File: src/rtl/sfq_pkg.sv
// Shared types and constants of the start-time fair queueing scheduler.
`default_nettype none
package sfq_pkg;

    // Default geometry.
    localparam int NUM_QUEUES_DEF     = 4;
    localparam int TAGS_PER_QUEUE_DEF = 16;

    // Field widths.
    localparam int TAG_W    = 48;
    localparam int BYTES_W  = 16;
    localparam int OVH_W    = 8;
    localparam int QIU_W    = 3;
    localparam int WGT_W    = 16;
    localparam int QIDX_W   = 2;
    localparam int CFG_IDX_W = 3;
    localparam int CFG_DAT_W = 16;
    localparam int WIRE_W   = BYTES_W + 1;
    localparam int INCR_W   = WIRE_W + WGT_W;

    // Stream payload widths (padded to whole bytes).
    localparam int S_TDATA_W = 24;
    localparam int M_TDATA_W = 56;

    // Operation codes.
    localparam logic OP_ENQ = 1'b0;
    localparam logic OP_SEL = 1'b1;

    // Register indexes.
    localparam logic [CFG_IDX_W-1:0] REG_OVERHEAD = 3'd0;
    localparam logic [CFG_IDX_W-1:0] REG_QUEUES   = 3'd1;
    localparam logic [CFG_IDX_W-1:0] REG_WEIGHT0  = 3'd2;
    localparam int NUM_WEIGHT_REGS = 4;

    // Reset values of the registers.
    localparam logic [QIU_W-1:0] QIU_RST = 3'd4;
    localparam logic [WGT_W-1:0] WGT_RST = 16'd256;

    // Commands from the controller to the datapath.
    typedef struct packed {
        logic capture;   // latch a new request
        logic mul;       // enqueue: form increment and start tag
        logic write;     // enqueue: store tags, update the flow
        logic scan;      // select: examine one queue
        logic pop;       // select: take the winner, read its next head
        logic fill;      // select: refill the head cache, clear if empty
        logic clear;     // clear the schedule
        logic load_out;  // move the result into the output register
    } cmd_t;

    // Status from the datapath to the controller.
    typedef struct packed {
        logic is_sel;
        logic rej;
        logic scan_last;
        logic any;
        logic idle;
    } sts_t;

endpackage
`default_nettype wire

File: src/rtl/sfq_ctrl.sv
// Controller state machine of the scheduler.
`default_nettype none
module sfq_ctrl (
    input  wire logic          aclk,
    input  wire logic          aresetn,
    input  wire logic          s_tvalid,
    output logic               s_tready,
    output logic               m_tvalid,
    input  wire logic          m_tready,
    input  wire sfq_pkg::sts_t sts,
    output sfq_pkg::cmd_t      cmd
);

    localparam logic [2:0] S_IDLE = 3'd0;
    localparam logic [2:0] S_MUL  = 3'd1;
    localparam logic [2:0] S_WR   = 3'd2;
    localparam logic [2:0] S_SCAN = 3'd3;
    localparam logic [2:0] S_POP  = 3'd4;
    localparam logic [2:0] S_FILL = 3'd5;
    localparam logic [2:0] S_DONE = 3'd6;

    logic [2:0] state_reg, state_next;
    logic       mvalid_reg, mvalid_next;

    assign s_tready = (state_reg == S_IDLE);
    assign m_tvalid = mvalid_reg;

    // Next state and command decode.
    always_comb begin
        state_next  = state_reg;
        mvalid_next = mvalid_reg;
        cmd         = '0;
        if (mvalid_reg && m_tready) begin
            mvalid_next = 1'b0;
        end
        unique case (state_reg)
            S_IDLE: begin
                if (s_tvalid) begin
                    cmd.capture = 1'b1;
                    state_next  = S_MUL;
                end
            end
            S_MUL: begin
                // The request is captured; route by operation.
                if (sts.is_sel) begin
                    state_next = S_SCAN;
                end else if (sts.rej) begin
                    state_next = S_DONE;
                end else begin
                    cmd.mul    = 1'b1;
                    state_next = S_WR;
                end
            end
            S_WR: begin
                cmd.write  = 1'b1;
                state_next = S_DONE;
            end
            S_SCAN: begin
                cmd.scan = 1'b1;
                if (sts.scan_last) begin
                    state_next = S_POP;
                end
            end
            S_POP: begin
                if (sts.any) begin
                    cmd.pop    = 1'b1;
                    state_next = S_FILL;
                end else begin
                    cmd.clear  = !sts.idle;
                    state_next = S_DONE;
                end
            end
            S_FILL: begin
                cmd.fill   = 1'b1;
                state_next = S_DONE;
            end
            S_DONE: begin
                if (!mvalid_reg || m_tready) begin
                    cmd.load_out = 1'b1;
                    mvalid_next  = 1'b1;
                    state_next   = S_IDLE;
                end
            end
            default: state_next = S_IDLE;
        endcase
    end

    // State registers.
    always_ff @(posedge aclk) begin
        if (!aresetn) begin
            state_reg  <= S_IDLE;
            mvalid_reg <= 1'b0;
        end else begin
            state_reg  <= state_next;
            mvalid_reg <= mvalid_next;
        end
    end

endmodule
`default_nettype wire

File: config.mk
export PLATFORM = sky130hd
export DESIGN_NAME = sfq_ctrl
export DESIGN_NICKNAME = d
export VERILOG_FILES = /design/src/rtl/sfq_pkg.sv /design/src/rtl/sfq_ctrl.sv
export SDC_FILE = /design/constraint.sdc
export NUM_CORES = 1
export LEC_CHECK = 0
export ABC_CLOCK_PERIOD_IN_PS = 1700
export BUFFER_PORTS_ARGS = -buffer_cell sky130_fd_sc_hd__buf_2
export CELL_PAD_IN_SITES_DETAIL_PLACEMENT = 1
export CELL_PAD_IN_SITES_GLOBAL_PLACEMENT = 1
export CORE_ASPECT_RATIO = 1.1
export CORE_MARGIN = 4
export CORE_UTILIZATION = 23
export DETAILED_ROUTE_END_ITERATION = 7
export PLACE_DENSITY_LB_ADDON = 0.1
export SLEW_MARGIN = 10
export SYNTH_ARGS = -nofsm -noshare
export SYNTH_HDL_FRONTEND = slang
export SYNTH_SLANG_ARGS = --single-unit
File: constraint.sdc
create_clock -name aclk -period 1.7 [get_ports aclk]
set_input_delay 0.085 -clock aclk [delete_from_list [all_inputs] [get_ports aclk]]
set_output_delay 0.085 -clock aclk [all_outputs]
set_load 0.05 [all_outputs]
==> run_results.csv, run 1 <==
group,metric,value,unit
timing,clock.fmax,653,MHz
timing,rsz0062_at_grt,"no",
run_status,status,"finished clean",
timing,finalWorstSetupSlack,0.168,ns
die,die_w,44.9,um
die,start_util,24.9,%
power_and_ir_drop,comb_power_share,57.1,%
worst_setup_path,start_kind,"flip-flop",
route,routedWlPerCell,11.9,um
worst_setup_path,path_max_fanout,11,
clock_network,insertion_delay,0.23,ns
clock_network,hold_buffers,0,
timing,timing.final.max_slew_violations,0,
yosys,synthArstFlopShare,0,%
worst_setup_path,r2r_slack,0.44,ns
yosys,ys_seq_area_share,23.3,%
job,maxCapViolCount,0,
power_and_ir_drop,net-switching-power,0.000324,W
grt,antenna_found_initial,0,
route,drt_first_iter_violations,0,
clock_network,cts_buffer_depth,2,
clock_network,cts_buffers,3,
timing,finalSetupViolCount,0,
grt,track_usage,8.85,%
power_and_ir_drop,ir_worst_vdd,0.483,mV
clock_network,cts_sinks,4,
timing,hold_viol,0,
cells_and_area,area_growth,41.1,%
grt,grt_max_degree,13,
die,die_h,48.6,um
timing,slew_headroom,64.6,%
cells_and_area,drive_gt1_share,53.3,%
yosys,synthFlopType,"dfxtp_1",
yosys,synth_edf_count,0,
route,remaining_drc_errors,0,
hold_path,hold_path_startpoint,"aresetn",
yosys,syn_inst,40,
place,io_buffers,18,
die,fp.dieArea,2180,sq um
die,ios,19,
timing,fin_crit,1.53,ns
yosys,synth_cell_types,25,
cells_and_area,nFillCells,183,
worst_setup_path,cp.arrival,1.45,ns
grt,grt_pass1_vias,343,
yosys,ys_warn_count,0,
cells_and_area,multiInputGateArea,254,sq um
cells_and_area,diodes,0,
worst_setup_path,reg2reg_to,"state_reg[0]",
clock_network,cts_tree,"yes",
worst_setup_path,r2r_cells,3,
place,dpl_worst_slack,0.368,ns
clock_network,cts_root_buffer,"clkbuf_4",
power_and_ir_drop,pwr-share-seq,25.1,%
worst_setup_path,cp-startpoint,"state_reg[0]",
yosys,syn_area,344,sq um
power_and_ir_drop,internal_power,0.000328,W
place,routabilityCongestion,0.703,
worst_setup_path,critPathKind,"flip-flop to output port",
cells_and_area,finish.utilization,35.1,%
clock_network,cts_resized,0,
power_and_ir_drop,sw_frac_of_total,49.8,%
die,fp.coreArea,1380,sq um
timing,worst_pin_slew,0.530,ns
cells_and_area,final_cell_mix,"buf_2, o21ai_1, dfxtp_1",
route,vias_per_cell,4.49,
hold_path,min_path_cells,2,
yosys,ys_ff_latch,4,
route,dr.pass1.iters,1,
grt,grt_pass1_wl,1440,um
cells_and_area,layout_commonest_cell,"buf_2",
worst_setup_path,required,1.62,ns
timing,fin_crit_sh,90.1,%
grt,overflow,0,
hold_path,min_to,"state_reg[0]",
yosys,synth_nets,49,
power_and_ir_drop,clkPwrFrac,17.8,%
power_and_ir_drop,p_leak,0.233,nW
timing,finClkSkew,0.00156,ns
worst_setup_path,worstSetupEndpointType,"output port",
route,drt_wl_total,903,um
route,num_vias,341,
clock_network,htreeDepth,1,
clock_network,path_clk_slew,0.04,ns
cells_and_area,num-nets-final,71,
power_and_ir_drop,power_density,1340,nW/um^2
hold_path,hp-class,"input pin to flip-flop",
timing,tns,0,ns
clock_network,postCtsSetupRepairBufs,0,
route,antenna_left,0,
die,num_rows,14,
yosys,syn-mean-instance-area,8.60,sq um
cells_and_area,largest_register_ffs,3,
cells_and_area,regArea,80.1,sq um
worst_setup_path,r2r-start,"state_reg[2]",
place,dp_hpwl,747,um
stage by stage:
step / power (W) / cell area [sq um] / hold WS (ns) / cells
2_1_floorplan: 0.000468 / 362 / 0.203 / 40
3_5_place_dp: 0.000544 / 463 / 0.351 / 73
3_3_place_gp: 0.000541 / 463 / 0.343 / 73
4_1_cts: 0.000667 / 485 / 0.105 / 76
6_report: 0.000652 / 485 / 0.110 / 76
5_1_grt: 0.000702 / 485 / 0.124 / 76
cell usage after synthesis (2+ instances only):
cell type | number | area (sq um)
nor3_1 | 2 | 10.0
and2_1 | 3 | 18.8
and3_1 | 3 | 18.8
nor2_1 | 3 | 11.3
nand2_1 | 2 | 7.51
o21ai_1 | 4 | 20.0
nand2b_1 | 2 | 12.5
dfxtp_1 | 4 | 80.1
final cells by class:
class | count | area share [%]
timing repair buffer | 20 | 21.6
inverter | 1 | 0.773
tap | 16 | 4.12
clock buffer | 3 | 4.64
sequential | 4 | 16.5
multi-input combinational | 32 | 52.3
layer usage:
| metal | global-route usage [%] | part of all wire, % | up-vias |
|---|---|---|---|
| met5 | 0 | 0 | - |
| met4 | 5.85 | 1.6 | 0 |
| met3 | 1.48 | 11 | 2 |
| met2 | 13.9 | 46 | 16 |
| met1 | 10.6 | 41 | 141 |
| li1 | - | - | 182 |
worst max-delay path, cell delays in order, from the launching register on:
cell	delay, ns
dfxtp_1	0.58
nand2b_1	0.16
nor4_2	0.17
buf_2	0.30
power groups by stage:
stage	Clock (W)	Combinational, W	Sequential [W]
floorplan	0	0.000333	0.000136
global placement	0	0.000375	0.000166
detailed placement	0	0.000377	0.000167
CTS	0.000124	0.000378	0.000165
global route	0.000129	0.000403	0.000170
finish	0.000116	0.000372	0.000164
worst max-delay path by stage:
stage | slack, ns | cells after the start | end
after floorplan | 0.12 | 2 | cmd[6]
after detailed placement | 0.37 | 3 | cmd[6]
after CTS | 0.11 | 3 | cmd[6]
after global placement | 0.42 | 3 | cmd[6]
final | 0.17 | 3 | cmd[6]
after global routing | 0.03 | 3 | cmd[6]
kinds of logic after synthesis:
logic type / synth area share, %
simple gates: 43.3
compound gates: 22.5
flops: 23.3
buf+inv: 8.00
mux: 2.91
No activity file was read; power rests on OpenSTA's default activity.
==> inputs of run 2 (changes only) <==
--- a/constraint.sdc
+++ b/constraint.sdc
@@ -3,2 +3,2 @@
 set_output_delay 0.085 -clock aclk [all_outputs]
-set_load 0.05 [all_outputs]
+set_load 0.1 [all_outputs]
==> run 2 against run 1 <==
Compared with the run above:
- sequential share of layout area is 2.4 points lower
- clock power is 6% higher
- global-route usage is 2.9 points higher
- non-clock buffer count is 1 lower
==> run_results.csv, run 2 (same netlist as run 1, synthesis figures left out) <==
group,metric,value,unit
run_status,status,"finished clean",
timing,timing.final.max_slew_violations,0,
grt,antenna_found_initial,0,
clock_network,cts_sinks,4,
worst_setup_path,reg2reg_to,"state_reg[2]",
power_and_ir_drop,p_leak,0.247,nW
die,start_util,24.9,%
route,num_vias,371,
timing,rsz0062_at_grt,"no",
route,vias_per_cell,4.95,
worst_setup_path,cp-endpoint,"cmd[2]",
route,dr.pass1.iters,1,
timing,worst_pin_slew,0.487,ns
power_and_ir_drop,power_density,1490,nW/um^2
worst_setup_path,cp-startpoint,"state_reg[0]",
cells_and_area,final_cell_count_no_fill,75,
grt,grt_pass1_vias,425,
die,die_h,48.6,um
place,place_inst,72,
cells_and_area,final_cell_mix,"buf_2, buf_12, o21ai_1",
timing,hold_viol,0,
die,num_rows,14,
place,routabilityCongestion,0.713,
timing,finalSetupViolCount,0,
place,dpl_worst_slack,0.370,ns
clock_network,htreeDepth,1,
worst_setup_path,required,1.62,ns
cells_and_area,area_growth,67.3,%
cells_and_area,largest_register_ffs,3,
grt,grt_pass1_wl,1860,um
route,drt_wl_total,1000,um
grt,track_usage,11.7,%
die,fp.dieArea,2180,sq um
place,io_buffers,18,
worst_setup_path,r2r_slack,0.39,ns
job,maxCapViolCount,0,
worst_setup_path,r2r_cells,4,
cells_and_area,layout_commonest_cell,"buf_2",
cells_and_area,nFillCells,167,
worst_setup_path,path_max_fanout,11,
place,dp_hpwl,848,um
clock_network,cts_buffers,3,
clock_network,cts_root_buffer,"clkbuf_4",
route,drt_first_iter_violations,0,
timing,fin_crit_sh,91.7,%
clock_network,cts_buffer_depth,2,
clock_network,cts_resized,0,
worst_setup_path,critPathKind,"flip-flop to output port",
clock_network,hold_buffers,0,
timing,slew_headroom,67.8,%
grt,grt_max_degree,13,
grt,overflow,0,
cells_and_area,diodes,0,
cells_and_area,num-nets-final,70,
hold_path,hp-class,"input pin to flip-flop",
timing,clock.fmax,641,MHz
timing,fin_crit,1.56,ns
die,fp.coreArea,1380,sq um
timing,finClkSkew,0.00434,ns
cells_and_area,drive_gt1_share,59.3,%
timing,finalWorstSetupSlack,0.141,ns
worst_setup_path,worstSetupEndpointType,"output port",
worst_setup_path,cp.arrival,1.47,ns
power_and_ir_drop,ir_worst_vdd,0.590,mV
route,remaining_drc_errors,0,
worst_setup_path,r2r-start,"state_reg[1]",
clock_network,cts_tree,"yes",
clock_network,postCtsSetupRepairBufs,0,
die,die_w,44.9,um
power_and_ir_drop,power,0.000859,W
route,antenna_left,0,
route,routedWlPerCell,13.3,um
clock_network,insertion_delay,0.24,ns
die,ios,19,
clock_network,path_clk_slew,0.04,ns
worst_setup_path,start_kind,"flip-flop",
## run 2: worst min path at each step
stage	from	slack, ns	depth (start not counted)	endpoint
global placement	aresetn	0.34	2	state_reg[0]
finish	aresetn	0.1	2	state_reg[0]
floorplan	aresetn	0.20	1	state_reg[0]
global route	aresetn	0.12	2	state_reg[0]
detailed placement	aresetn	0.35	2	state_reg[0]
CTS	aresetn	0.1	2	state_reg[0]
## run 2: critical path, stage by stage, from the launching register on
cell,delay [ns]
dfxtp_1,0.59
nand2_1,0.12
nor2_2,0.10
buf_2,0.43
## run 2: routing by layer
layer | track usage (%) | wire, um | vias to the layer above
li1 | - | - | 185
met1 | 12.1 | 376 | 169
met2 | 19.1 | 518 | 15
met3 | 2.22 | 75 | 2
met4 | 10.2 | 30 | 0
met5 | 0 | 0 | -
## run 2: final cells by class
cell class,count,area [sq um],area share (%)
Clock buffer,3,22.5,3.91
Inverter,1,3.75,0.652
Multi-Input combinational cell,32,275,47.8
Sequential cell,4,81.3,14.1
Tap cell,16,20.0,3.48
Timing Repair Buffer,19,173,30.0
## run 2: per-stage QoR
stage	hold WS, ns	instance area, sq um	utilization (%)	setup TNS (ns)
2_1_floorplan	0.203	394	-	-0.149
3_3_place_gp	0.340	553	40.0	0
3_5_place_dp	0.352	553	40.0	0
4_1_cts	0.0969	576	41.6	0
5_1_grt	0.119	576	41.6	0
6_report	0.0987	576	41.6	0
## run 2: power breakdown
group | leakage, nW | total (W) | internal (W) | switching [W]
Sequential | 0.0333 | 0.000181 | 0.000115 | 0.0000658
Clock | 0.0138 | 0.000123 | 0.0000793 | 0.0000440
Combinational | 0.200 | 0.000554 | 0.000173 | 0.000381
==> inputs of run 3 (changes only) <==
ABC_CLOCK_PERIOD_IN_PS = 1550   (was 1700)
clock period = 1.55 ns   (was 1.7 ns; I/O delays follow)
==> run 3 against run 2 <==
Compared with the run above:
- flip-flop and latch count did not move
- die area did not move
- non-clock buffer count did not move
- highest routed layer unchanged
- cell count did not move
- setup slack got worse by 0.038 ns
- worst hold slack improved by 0.0037 ns
- critical endpoint is now cmd[6]
- largest power group unchanged
- core utilization rose by 4.5 points
- power rose by 20%
- sequential share of layout area fell by 0.99 points
==> run_results.csv, run 3 (same netlist as run 1, synthesis figures left out) <==
group,metric,value,unit
worst_setup_path,cp_num_buf_inv,2,
timing,worst_hold_slack,0.102,ns
die,fp.dieArea,2180,sq um
worst_setup_path,max_stage_delay,0.36,ns
clock_network,cts_root_buffer,"clkbuf_4",
cells_and_area,area_growth,85.5,%
timing,rsz0062_at_grt,"no",
grt,grt_pass1_vias,375,
die,start_util,24.9,%
place,io_buffers,18,
power_and_ir_drop,sw_frac_of_total,53.2,%
clock_network,cts_sinks,4,
timing,fin_crit,1.45,ns
grt,track_usage,10.0,%
route,drt_wl_total,1000,um
worst_setup_path,path_cells,"buf_4, nor4_4, buf_12",
timing,clock.fmax,691,MHz
cells_and_area,final_cell_mix,"buf_2, buf_12, o21ai_1",
power_and_ir_drop,power,0.00103,W
worst_setup_path,cp.arrival,1.37,ns
timing,tns,0,ns
route,antenna_left,0,
timing,timing.final.max_slew_violations,0,
timing,fin_crit_sh,93.4,%
place,dp_hpwl,870,um
cells_and_area,drive_gt1_share,62.7,%
clock_network,cts_buffers,3,
place,routabilityCongestion,0.738,
route,dr.pass1.iters,3,
timing,finClkSkew,0.00545,ns
timing,slew_headroom,67.9,%
die,num_rows,14,
power_and_ir_drop,net-switching-power,0.000546,W
cells_and_area,finish.utilization,46.1,%
hold_path,hp-class,"input pin to flip-flop",
power_and_ir_drop,pwr-share-seq,19.0,%
worst_setup_path,critPathKind,"flip-flop to output port",
timing,finalSetupViolCount,0,
worst_setup_path,path_max_fanout,8,
power_and_ir_drop,clkPwrFrac,12.3,%
worst_setup_path,required,1.47,ns
die,die_w,44.9,um
job,maxCapViolCount,0,
route,remaining_drc_errors,0,
die,ios,19,
timing,worst_pin_slew,0.485,ns
power_and_ir_drop,comb_power_share,68.7,%
clock_network,path_clk_slew,0.04,ns
clock_network,cts_tree,"yes",
clock_network,cts_buffer_depth,2,
die,die_h,48.6,um
worst_setup_path,start_kind,"flip-flop",
cells_and_area,diodes,0,
timing,hold_viol,0,
route,routedWlPerCell,13.3,um
cells_and_area,largest_register_ffs,3,
route,drt_first_iter_violations,2,
power_and_ir_drop,ir_worst_vdd,0.588,mV
die,fp.coreArea,1380,sq um
worst_setup_path,slowest_stage,"dfxtp_1",
clock_network,insertion_delay,0.23,ns
run_status,status,"finished clean",
clock_network,htreeDepth,1,
power_and_ir_drop,internal_power,0.000481,W
grt,antenna_found_initial,0,
grt,grt_max_degree,13,
worst_setup_path,critical_path.top_delay_family,"buffers and inverters",
cells_and_area,num-nets-final,70,
worst_setup_path,worstSetupEndpointType,"output port",
clock_network,postCtsSetupRepairBufs,0,
grt,grt_pass1_wl,1560,um
grt,overflow,0,
power_and_ir_drop,p_leak,0.263,nW
route,vias_per_cell,4.79,
route,num_vias,359,
power_and_ir_drop,power_density,1610,nW/um^2
## run 3: worst paths after layout
kind | from | to | slack, ns | cells past startpoint
setup / recovery | state_reg[1] | cmd[6] | 0.10 | 3
hold / removal | aresetn | state_reg[0] | 0.10 | 2
setup reg to reg | state_reg[1] | state_reg[0] | 0.31 | 4
hold reg to reg | m_tvalid | m_tvalid | 0.64 | 3
## run 3: repair_timing
item,CTS,global route
endpoints found under the setup margin,1,0
resized for setup,1,0
hold buffers,0,0
## run 3: routing by layer
metal  share of wire [%]  GRT usage [%]  up-vias  wire length, um
met1                  37           9.53      157              375
met3                 7.9           2.59        4               79
li1                    -              -      181                -
met5                   0              0        -                0
met4                 2.8           8.78        0               28
met2                  52           16.7       17              517
## run 3: per-stage QoR
step	cell area, sq um	setup slack, ns	std cells
after global routing	638	0.0356	75
after global placement	614	0.315	72
final	638	0.102	75
after floorplan	395	-0.292	40
after detailed placement	614	0.230	72
after CTS	638	0.0938	75
## run 3: layout make-up
| cell class | count | area (sq um) |
|---|---|---|
| inverter | 1 | 3.75 |
| fill | 162 | 746 |
| multi-input combinational | 32 | 275 |
| clock buffer | 3 | 22.5 |
| tap | 16 | 20.0 |
| timing repair buffer | 19 | 233 |
| sequential | 4 | 83.8 |
## run 3: power by group through the flow
stage                     clock, W  combinational (W)  sequential (W)
final                     0.000126           0.000705        0.000195
after global routing      0.000148           0.000736        0.000199
after CTS                 0.000130           0.000714        0.000195
after detailed placement         0           0.000713        0.000194
after global placement           0           0.000703        0.000192
after floorplan                  0           0.000543        0.000160
